## config.mk

```make
export PLATFORM = sky130hd
export DESIGN_NAME = pulse_speedometer_odometer
export DESIGN_NICKNAME = d
export VERILOG_FILES = /design/src/hw/rtl/pso_pkg.sv /design/src/hw/rtl/pulse_speedometer_odometer.sv /design/src/hw/rtl/pso_div.sv /design/src/hw/rtl/pso_mul.sv
export SDC_FILE = /design/constraint.sdc
export NUM_CORES = 1
export LEC_CHECK = 0
export BUFFER_PORTS_ARGS = -buffer_cell sky130_fd_sc_hd__buf_2
export CAP_MARGIN = 40
export CELL_PAD_IN_SITES_DETAIL_PLACEMENT = 1
export CELL_PAD_IN_SITES_GLOBAL_PLACEMENT = 1
export CORE_ASPECT_RATIO = 0.75
export CORE_MARGIN = 2
export CORE_UTILIZATION = 42
export CTS_CLUSTER_SIZE = 16
export DETAILED_ROUTE_END_ITERATION = 8
export PLACE_DENSITY = 0.8
export SYNTH_ARGS = -nofsm -noshare
export SYNTH_HDL_FRONTEND = slang
export SYNTH_SLANG_ARGS = --single-unit
```

## constraint.sdc

```tcl
create_clock -name i_clk -period 5.8 [get_ports i_clk]
set_clock_uncertainty 0.15 [all_clocks]
set_input_delay 1.16 -clock i_clk [delete_from_list [all_inputs] [get_ports i_clk]]
set_output_delay 1.16 -clock i_clk [all_outputs]
set_load 0.03 [all_outputs]
```

## src/hw/rtl/pso_pkg.sv

```systemverilog
// Shared widths, register indexes and state codes for the pulse speedometer.
package pso_pkg;

    // Field and state widths
    localparam int TIME_BITS   = 48;
    localparam int SPEED_BITS  = 24;
    localparam int FACTOR_BITS = 40;
    localparam int DPE_BITS    = 24;
    localparam int STOP_BITS   = 32;
    localparam int COUNT_BITS  = 32;
    localparam int DIST_BITS   = 56;

    // Serial unit step counts
    localparam int DIV_STEPS    = FACTOR_BITS;
    localparam int DIV_CNT_BITS = $clog2(DIV_STEPS + 1);
    localparam int MUL_STEPS    = COUNT_BITS;
    localparam int MUL_CNT_BITS = $clog2(MUL_STEPS + 1);

    // Configuration port
    localparam int PADDR_BITS = 5;
    localparam int PDATA_BITS = 64;
    localparam int REG_IDX_BITS = 2;
    localparam logic [REG_IDX_BITS-1:0] REG_SPEED_FACTOR = 2'd0;
    localparam logic [REG_IDX_BITS-1:0] REG_DIST_PER_EDGE = 2'd1;
    localparam logic [REG_IDX_BITS-1:0] REG_STOP_INTERVAL = 2'd2;
    localparam logic [STOP_BITS-1:0] STOP_RESET = 32'd1000000;

    // Top-level sequencer states
    typedef enum logic [2:0] {
        S_IDLE = 3'b001,
        S_CALC = 3'b010,
        S_DONE = 3'b100
    } t_state;

endpackage

```

## src/hw/rtl/pulse_speedometer_odometer.sv

```systemverilog
// Top level: wheel pulse speedometer and odometer with APB register port.
// Usage:
//   Input channel (i_in_valid / o_in_ready) takes one pin sample per beat:
//   i_pin_level and the microsecond i_timestamp_us. Every sample yields one
//   result beat on the output channel (o_out_valid / i_out_ready): edge
//   count, held speed (km/h Q8), distance (m Q16) and an edge flag.
//   Registers (APB, 64-bit data, byte address 8*index): speed_factor,
//   distance_per_edge, stop_interval_us. Write them only while idle.
// Sequence:
//   After the accepting edge the serial multiplier runs its 32 steps; the
//   sequencer leaves S_CALC once it sees both units idle, and the result is
//   loaded into the output register from S_DONE. A falling edge with an
//   earlier edge time also runs the 40-step serial divider, which then sets
//   when the result is loaded. A new sample is accepted only in S_IDLE,
//   after the previous result has been loaded into the output register.
// Reset and stall:
//   Synchronous active-low reset clears the state and loads the register
//   defaults (stop interval 1000000 us). A result waiting in the output
//   register does not block acceptance of the next sample; the block only
//   stalls before loading a new result while the old one is still unread.
module pulse_speedometer_odometer (
    input  logic                              i_clk,
    input  logic                              i_rst_n,
    // input channel
    input  logic                              i_in_valid,
    output logic                              o_in_ready,
    input  logic                              i_pin_level,
    input  logic [pso_pkg::TIME_BITS-1:0]     i_timestamp_us,
    // output channel
    output logic                              o_out_valid,
    input  logic                              i_out_ready,
    output logic [pso_pkg::COUNT_BITS-1:0]    o_edge_count,
    output logic [pso_pkg::SPEED_BITS-1:0]    o_speed_kmh_q8,
    output logic [pso_pkg::DIST_BITS-1:0]     o_distance_q16,
    output logic                              o_edge_seen,
    // configuration port
    input  logic                              psel,
    input  logic                              penable,
    input  logic                              pwrite,
    input  logic [pso_pkg::PADDR_BITS-1:0]    paddr,
    input  logic [pso_pkg::PDATA_BITS-1:0]    pwdata,
    output logic [pso_pkg::PDATA_BITS-1:0]    prdata,
    output logic                              pready
);

    pso_pkg::t_state                      r_state;
    pso_pkg::t_state                      n_state;

    // configuration registers
    logic [pso_pkg::FACTOR_BITS-1:0]      r_speed_factor;
    logic [pso_pkg::DPE_BITS-1:0]         r_dist_per_edge;
    logic [pso_pkg::STOP_BITS-1:0]        r_stop_interval;

    // block state
    logic                                 r_prev_level;
    logic [pso_pkg::TIME_BITS-1:0]        r_last_edge;
    logic [pso_pkg::COUNT_BITS-1:0]       r_total;
    logic [pso_pkg::SPEED_BITS-1:0]       r_held_speed;

    // per-item working registers
    logic [pso_pkg::TIME_BITS-1:0]        r_now;
    logic                                 r_edge;
    logic                                 r_use_div;
    logic                                 r_stop;

    // output register
    logic                                 r_out_valid;
    logic [pso_pkg::COUNT_BITS-1:0]       r_out_count;
    logic [pso_pkg::SPEED_BITS-1:0]       r_out_speed;
    logic [pso_pkg::DIST_BITS-1:0]        r_out_dist;
    logic                                 r_out_edge;

    logic                                 w_accept;
    logic                                 w_edge;
    logic                                 w_do_div;
    logic [pso_pkg::COUNT_BITS-1:0]       n_total;
    logic [pso_pkg::TIME_BITS-1:0]        w_period;
    logic [pso_pkg::TIME_BITS-1:0]        w_elapsed;
    logic                                 w_out_free;
    logic                                 w_load_out;
    logic                                 w_cfg_wr;
    logic [pso_pkg::REG_IDX_BITS-1:0]     w_reg_idx;
    logic                                 w_div_busy;
    logic                                 w_mul_busy;
    logic [pso_pkg::SPEED_BITS-1:0]       w_quotient;
    logic [pso_pkg::DIST_BITS-1:0]        w_product;
    logic [pso_pkg::SPEED_BITS-1:0]       w_new_speed;

    // ---------------- configuration port ----------------
    assign pready    = 1'b1;
    assign w_reg_idx = paddr[pso_pkg::PADDR_BITS-1:3];
    assign w_cfg_wr  = psel & penable & pwrite & pready;

    always_ff @(posedge i_clk) begin
        if (!i_rst_n) begin
            r_speed_factor  <= '0;
            r_dist_per_edge <= '0;
            r_stop_interval <= pso_pkg::STOP_RESET;
        end else if (w_cfg_wr) begin
            case (w_reg_idx)
                pso_pkg::REG_SPEED_FACTOR: begin
                    r_speed_factor <= pwdata[pso_pkg::FACTOR_BITS-1:0];
                end
                pso_pkg::REG_DIST_PER_EDGE: begin
                    r_dist_per_edge <= pwdata[pso_pkg::DPE_BITS-1:0];
                end
                pso_pkg::REG_STOP_INTERVAL: begin
                    r_stop_interval <= pwdata[pso_pkg::STOP_BITS-1:0];
                end
                default: begin
                end
            endcase
        end
    end

    // register readback
    always_comb begin
        case (w_reg_idx)
            pso_pkg::REG_SPEED_FACTOR: begin
                prdata = pso_pkg::PDATA_BITS'(r_speed_factor);
            end
            pso_pkg::REG_DIST_PER_EDGE: begin
                prdata = pso_pkg::PDATA_BITS'(r_dist_per_edge);
            end
            pso_pkg::REG_STOP_INTERVAL: begin
                prdata = pso_pkg::PDATA_BITS'(r_stop_interval);
            end
            default: begin
                prdata = '0;
            end
        endcase
    end

    // ---------------- accept: edge detect and unit launch ----------------
    assign o_in_ready = (r_state == pso_pkg::S_IDLE);
    assign w_accept   = i_in_valid & o_in_ready;
    assign w_edge     = r_prev_level & ~i_pin_level;
    assign w_period   = i_timestamp_us - r_last_edge;
    assign w_do_div   = w_accept & w_edge & (r_last_edge != '0);
    assign n_total    = (w_edge && (r_total != '1)) ? r_total + 1'b1 : r_total;

    pso_div u_div (
        .i_clk      (i_clk),
        .i_rst_n    (i_rst_n),
        .i_start    (w_do_div),
        .i_dividend (r_speed_factor),
        .i_divisor  (w_period),
        .o_busy     (w_div_busy),
        .o_quotient (w_quotient)
    );

    pso_mul u_mul (
        .i_clk      (i_clk),
        .i_rst_n    (i_rst_n),
        .i_start    (w_accept),
        .i_count    (n_total),
        .i_mult     (r_dist_per_edge),
        .o_busy     (w_mul_busy),
        .o_product  (w_product)
    );

    // ---------------- sequencer ----------------
    assign w_out_free = ~r_out_valid | i_out_ready;
    assign w_load_out = (r_state == pso_pkg::S_DONE) & w_out_free;

    always_comb begin
        n_state = r_state;
        case (r_state)
            pso_pkg::S_IDLE: begin
                if (w_accept) begin
                    n_state = pso_pkg::S_CALC;
                end
            end
            pso_pkg::S_CALC: begin
                if (!w_div_busy && !w_mul_busy) begin
                    n_state = pso_pkg::S_DONE;
                end
            end
            pso_pkg::S_DONE: begin
                if (w_out_free) begin
                    n_state = pso_pkg::S_IDLE;
                end
            end
            default: begin
                n_state = pso_pkg::S_IDLE;
            end
        endcase
    end

    always_ff @(posedge i_clk) begin
        if (!i_rst_n) begin
            r_state <= pso_pkg::S_IDLE;
        end else begin
            r_state <= n_state;
        end
    end

    // ---------------- per-sample state ----------------
    always_ff @(posedge i_clk) begin
        if (!i_rst_n) begin
            r_prev_level <= 1'b0;
            r_last_edge  <= '0;
            r_total      <= '0;
        end else if (w_accept) begin
            r_prev_level <= i_pin_level;
            r_total      <= n_total;
            if (w_edge) begin
                r_last_edge <= i_timestamp_us;
            end
        end
    end

    always_ff @(posedge i_clk) begin
        if (w_accept) begin
            r_now     <= i_timestamp_us;
            r_edge    <= w_edge;
            r_use_div <= w_do_div;
        end
    end

    // stop test against the edge time after this sample's update, no wrap
    assign w_elapsed = r_now - r_last_edge;

    always_ff @(posedge i_clk) begin
        if (r_state == pso_pkg::S_CALC) begin
            r_stop <= (r_now > r_last_edge) &&
                      (w_elapsed > pso_pkg::TIME_BITS'(r_stop_interval));
        end
    end

    // held speed: new quotient on a timed edge, then forced stop
    always_comb begin
        w_new_speed = r_held_speed;
        if (r_use_div) begin
            w_new_speed = w_quotient;
        end
        if (r_stop) begin
            w_new_speed = '0;
        end
    end

    always_ff @(posedge i_clk) begin
        if (!i_rst_n) begin
            r_held_speed <= '0;
        end else if (w_load_out) begin
            r_held_speed <= w_new_speed;
        end
    end

    // ---------------- output register ----------------
    always_ff @(posedge i_clk) begin
        if (!i_rst_n) begin
            r_out_valid <= 1'b0;
        end else if (w_load_out) begin
            r_out_valid <= 1'b1;
        end else if (i_out_ready) begin
            r_out_valid <= 1'b0;
        end
    end

    always_ff @(posedge i_clk) begin
        if (w_load_out) begin
            r_out_count <= r_total;
            r_out_speed <= w_new_speed;
            r_out_dist  <= w_product;
            r_out_edge  <= r_edge;
        end
    end

    assign o_out_valid    = r_out_valid;
    assign o_edge_count   = r_out_count;
    assign o_speed_kmh_q8 = r_out_speed;
    assign o_distance_q16 = r_out_dist;
    assign o_edge_seen    = r_out_edge;

endmodule

```

## src/hw/rtl/pso_div.sv

```systemverilog
// Bit-serial restoring divider: speed factor over edge period, saturating quotient.
module pso_div (
    input  logic                             i_clk,
    input  logic                             i_rst_n,
    input  logic                             i_start,
    input  logic [pso_pkg::FACTOR_BITS-1:0]  i_dividend,
    input  logic [pso_pkg::TIME_BITS-1:0]    i_divisor,
    output logic                             o_busy,
    output logic [pso_pkg::SPEED_BITS-1:0]   o_quotient
);

    logic                                r_busy;
    logic [pso_pkg::DIV_CNT_BITS-1:0]    r_cnt;
    logic [pso_pkg::TIME_BITS-1:0]       r_rem;
    logic [pso_pkg::FACTOR_BITS-1:0]     r_dvd;
    logic [pso_pkg::TIME_BITS-1:0]       r_dsr;
    logic [pso_pkg::SPEED_BITS-1:0]      r_quo;
    logic                                r_ovf;
    logic                                r_zero;

    logic [pso_pkg::TIME_BITS:0]         w_shift;
    logic [pso_pkg::TIME_BITS+1:0]       w_diff;
    logic                                w_ge;

    // One quotient bit per cycle: shift in next dividend bit, trial subtract
    assign w_shift = {r_rem, r_dvd[pso_pkg::FACTOR_BITS-1]};
    assign w_diff  = {1'b0, w_shift} - {2'b00, r_dsr};
    assign w_ge    = ~w_diff[pso_pkg::TIME_BITS+1];

    always_ff @(posedge i_clk) begin
        if (!i_rst_n) begin
            r_busy <= 1'b0;
            r_cnt  <= '0;
        end else if (i_start) begin
            r_busy <= 1'b1;
            r_cnt  <= pso_pkg::DIV_CNT_BITS'(pso_pkg::DIV_STEPS);
        end else if (r_busy) begin
            r_cnt <= r_cnt - 1'b1;
            if (r_cnt == pso_pkg::DIV_CNT_BITS'(1)) begin
                r_busy <= 1'b0;
            end
        end
    end

    // Datapath registers
    always_ff @(posedge i_clk) begin
        if (i_start) begin
            r_rem  <= '0;
            r_dvd  <= i_dividend;
            r_dsr  <= i_divisor;
            r_quo  <= '0;
            r_ovf  <= 1'b0;
            r_zero <= (i_divisor == '0);
        end else if (r_busy) begin
            r_rem <= w_ge ? w_diff[pso_pkg::TIME_BITS-1:0]
                          : w_shift[pso_pkg::TIME_BITS-1:0];
            r_dvd <= {r_dvd[pso_pkg::FACTOR_BITS-2:0], 1'b0};
            r_quo <= {r_quo[pso_pkg::SPEED_BITS-2:0], w_ge};
            // a one pushed past the top bit means the quotient is out of range
            r_ovf <= r_ovf | r_quo[pso_pkg::SPEED_BITS-1];
        end
    end

    // Zero period gives zero speed; overflow clamps to full scale
    always_comb begin
        if (r_zero) begin
            o_quotient = '0;
        end else if (r_ovf) begin
            o_quotient = '1;
        end else begin
            o_quotient = r_quo;
        end
    end

    assign o_busy = r_busy;

endmodule

```

## src/hw/rtl/pso_mul.sv

```systemverilog
// Bit-serial shift-add multiplier: edge count times distance per edge.
module pso_mul (
    input  logic                             i_clk,
    input  logic                             i_rst_n,
    input  logic                             i_start,
    input  logic [pso_pkg::COUNT_BITS-1:0]   i_count,
    input  logic [pso_pkg::DPE_BITS-1:0]     i_mult,
    output logic                             o_busy,
    output logic [pso_pkg::DIST_BITS-1:0]    o_product
);

    logic                                r_busy;
    logic [pso_pkg::MUL_CNT_BITS-1:0]    r_cnt;
    logic [pso_pkg::DPE_BITS-1:0]        r_md;
    logic [pso_pkg::DPE_BITS-1:0]        r_hi;
    logic [pso_pkg::COUNT_BITS-1:0]      r_lo;
    logic [pso_pkg::DPE_BITS:0]          w_sum;

    // Add multiplicand when the current count bit is set, then shift right
    assign w_sum = {1'b0, r_hi} + (r_lo[0] ? {1'b0, r_md} : '0);

    always_ff @(posedge i_clk) begin
        if (!i_rst_n) begin
            r_busy <= 1'b0;
            r_cnt  <= '0;
        end else if (i_start) begin
            r_busy <= 1'b1;
            r_cnt  <= pso_pkg::MUL_CNT_BITS'(pso_pkg::MUL_STEPS);
        end else if (r_busy) begin
            r_cnt <= r_cnt - 1'b1;
            if (r_cnt == pso_pkg::MUL_CNT_BITS'(1)) begin
                r_busy <= 1'b0;
            end
        end
    end

    // Product accumulates in hi, low bits shift into lo
    always_ff @(posedge i_clk) begin
        if (i_start) begin
            r_md <= i_mult;
            r_hi <= '0;
            r_lo <= i_count;
        end else if (r_busy) begin
            r_hi <= w_sum[pso_pkg::DPE_BITS:1];
            r_lo <= {w_sum[0], r_lo[pso_pkg::COUNT_BITS-1:1]};
        end
    end

    // 32 x 24 bits always fits in 56 bits, so no clamp is needed
    assign o_product = {r_hi, r_lo};
    assign o_busy    = r_busy;

endmodule
```

==> run summary <==
In the layout the commonest cells are 612 x sky130_fd_sc_hd__nand2_1, 313 x sky130_fd_sc_hd__dfxtp_1, 309 x sky130_fd_sc_hd__edfxtp_1, 290 x sky130_fd_sc_hd__nor2_1, 253 x sky130_fd_sc_hd__buf_2. The commonest register cell after synthesis is sky130_fd_sc_hd__dfxtp_1. The routed design uses 49000 um of met2 wire. The worst hold path terminates at o_edge_seen. The maximum number of buffers from clock root to sink is 3.

The core area is 82100 um2. The highest layer touched by signal routing is met5. The critical path capture point type is a register. The cell sitting at the root of the clock tree is a sky130_fd_sc_hd__clkbuf_16. The post-route total power is 13100 uW. The share of final-layout standard cells stronger than drive strength 1 is 13.5%. The cell count of the worst hold path is 0. The final count of negative-setup-slack endpoints came out at 0. In this run, the number of DRC markers left after iteration 0 of detailed routing was 2047. The mean instance size in the synthesized netlist is 9.26 um2.

The worst path needs 5670 ps of the cycle, external delays included. The all-layer global routing usage is 24.7%. The critical register-to-register path endpoint is r_stop. The critical path startpoint category is a register. Clock-pin slew was measured on the worst setup and hold paths at 70 ps. The clock sink count is 625. The run finished with clean final reports. The count of standard-cell rows is 91. The number of flip-flops and latches in the synthesized netlist is 625. After synthesis, the share of flip-flops with an asynchronous set or reset is 0%. The clock buffer count from CTS came out at 67. The number of synthesis warnings came out at 0. The routed via count is 28500. After detailed routing, the wire length on met1 is 49500 um. The final cycle utilization of the critical path is 97.7%. In this run the number of H-tree levels came out at 3.

The number of buffers and inverters on the critical path came out at 0. TritonCTS built the clock tree. The number of antenna violations at the first check in global routing came out at 19. In this run the register-to-register setup slack is 130 ps. The post-synthesis cell type count came out at 79. The library cell used most frequently in the layout, excluding fill and tap cells, is sky130_fd_sc_hd__nand2_1. The worst voltage drop across the vdd grid came out at 0.199 mV.

The summed instance area of the synthesized netlist came out at 34700 um2. The achievable clock frequency is 176 MHz. Entering global routing, the biggest net connects 167 pins. At the end of the flow the core is filled with cells to 48.4%. The layout filler cell count is 9402. For this run the aggregate overflow at the end of global routing stands at 0. The transition time of the tightest slew-check pin came out at 937 ps. The max-slew violation total from the final report came to 0. The detail route stage leaves a number of antenna-violating nets equal to 0. The total power per unit cell area is 331 nW/um2. Max-cap violations in this run came to 0. The number of cells on the worst reg-to-reg path is 24. The worst stage delay on the critical path is 460 ps. The worst-skew pair later-pin latency is 630 ps.

The final hold violation count came out at 0. The post-detailed-placement half-perimeter wirelength is 76800 um. The count of buffers from port buffering came out at 252.

The via count of the first global-routing pass is 29300. The arrival time reported for the critical path endpoint is 5890 ps. From synthesis to final layout, the design area changed by 14.3%. The reported leakage power is 0.0152 uW. The path class of the lowest-slack min-delay path is reg2reg. Routability-driven placement finished with a final weighted congestion of 0.926. The launch instance of the worst register-to-register path is r_now[2]. In this run the tightest slew margin relative to its limit is 36.9%. The number of top-level design ports is 305. After detailed routing, the number of vias per cell comes to 5.54. In this run, post-CTS hold repair placed 0 buffers. The detailed-route DRC error count came out at 0. Setup repair after global routing could not meet its margin everywhere. The launch instance of the worst min-delay path is r_edge. The die is 253 um tall. The number of placed instances with taps included is 5011. The required time at the worst-slack endpoint came out at 6020 ps.

The starting density of the core came out at 42.3%. The first-pass iteration count of the detailed router is 6. The net count of the finished layout is 4301. The die width came out at 336 um. Broken down by cell family, the worst path's largest delay share belongs to compound AO/OA/AOI/OAI gates.

The number of flops mapped to enable cells by yosys came out at 309. Traced cell by cell, the critical path runs through ha_4 -> o211ai_1 -> a21oi_2 -> o22ai_4 -> o31ai_4 -> nand3_1 -> and2_4 -> o21ai_2 -> nand3_2 -> o21ai_2 -> xor2_1 -> ha_1 -> a21o_1 -> a21o_1 -> a211oi_2 -> o22ai_1 -> or4_1 -> a21oi_2 -> a31oi_2 -> or4_4 -> a2111oi_4 -> nand4_1 -> nor4_2 -> a21oi_1. The total routed wirelength came out at 106000 um. The number of standard cells in the final layout excluding fillers came out at 5147. The top fanout value on the critical path is 2. The slowest library cell on the worst path is sky130_fd_sc_hd__or4_4. The post-detailed-route wirelength per cell is 20.7 um. The critical path in this run is classified as reg2reg. The first-pass GRT wire length came out at 166000 um. The cell count after synthesis came out at 3753. The area enclosed by the die boundary came out at 85100 um2. The post-synthesis sequential area ratio is 44.9%.

The met3 layer wire length in the routed design is 5360 um.
## cell families after synthesis
kind of cell | after synthesis | share of synthesized area (%)
and+or+nand+nor | 1304 | 16.9
AOI/OAI and AO/OA | 866 | 16.6
DFF | 625 | 44.9
buffers and inverters | 402 | 4.65
adders and majority gates | 208 | 7.58
xor gates and xnor gates | 199 | 5.02
muxes | 147 | 4.38
other | 2 | 0.0216
## layout make-up
cell class / count / area, um2 / share of cell area, %
multi-input combinational: 2749 / 17800 / 44.9
tap: 1116 / 1400 / 3.52
sequential: 625 / 15600 / 39.3
inverter: 188 / 711 / 1.79
timing repair buffer: 337 / 2010 / 5.06
clock inverter: 33 / 289 / 0.728
clock buffer: 89 / 1820 / 4.58
antenna: 10 / 25.0 / 0.0630
## layer usage
metal	vias up	track usage, %
li1	13600	-
met1	14100	33.4
met2	622	40.0
met3	168	4.55
met4	6	7.64
met5	-	0
## state kept, by name, summed over array words and instances, names as in the netlist, 40 cells and up
name and count:
o_distance_q16 56, u_div.r_rem 48, r_now 48, r_last_edge 48, r_speed_factor 40, u_div.r_dvd 40
u_div.r_dsr 48
## Yosys cell counts, drive strengths merged, types with 6 or more instances
cell type	instances	area [um2]
nand2	613	2300
dfxtp	316	6330
edfxtp	309	9280
nor2	291	1090
ha	204	2550
a21oi	193	966
inv	187	702
a21boi	176	1320
clkbuf	172	646
o21ai	161	810
xnor2	121	1060
mux2i	106	1060
a21o	96	721
xor2	78	683
and2	69	432
nand3	61	310
nor3	50	250
nand4	49	313
buf	42	263
mux2	41	462
a311oi	40	350
a31oi	30	188
nor2b	30	188
o21bai	28	214
nand2b	27	169
nor4	25	163
a211oi	24	180
o211ai	23	173
and3	20	125
o21a	19	143
or3	17	106
or2	10	62.6
a211o	9	78.8
nor3b	9	67.6
o22ai	9	56.3
o31ai	9	67.6
or4	9	67.6
and4	8	70.1
o41ai	8	70.1
nand3b	7	52.6
o31a	6	52.6
## report_power, final
group	switching (uW)	leakage (uW)	internal (uW)
registers	320	0.00540	5050
clock network	1870	0.00103	2360
logic	2140	0.00879	1410
total	4330	0.0152	8820
## worst max path at each step
| stage | start | endpoint | slack, ps | depth (start not counted) |
|---|---|---|---|---|
| after global placement | r_now[2] | r_stop | -270 | 24 |
| after floorplan | r_last_edge[1] | r_stop | 140 | 25 |
| after global routing | r_last_edge[1] | r_stop | -120 | 25 |
| after detailed placement | r_now[2] | r_stop | -340 | 24 |
| after CTS | r_now[2] | r_stop | 80 | 24 |
| final | r_now[2] | r_stop | 130 | 24 |
## through the flow
step	TNS (ps)	cell area, um2	hold WS (ps)	worst slack, ps
4_1_cts	0	39500	292	81.8
6_report	0	39700	285	132
3_5_place_dp	-338	37400	282	-338
5_1_grt	-121	39700	303	-121
3_3_place_gp	-268	37200	263	-268
2_1_floorplan	0	34800	250	139
## worst reg2reg max path, delay by kind of cell (launching register included)
kind            cells  cell delay [ps]
compound gates     14             2320
flops               1              430
simple gates        7             1780
fa+ha+maj           2              560
xor+xnor            1              170
## repair_timing
action,CTS,global route
pin swaps,2,13
buffers inserted,0,4
resized for setup,12,29
endpoints found under the setup margin,1,1
endpoints found under the hold margin,0,0
Note: power is estimated with default switching activity, not from simulation.
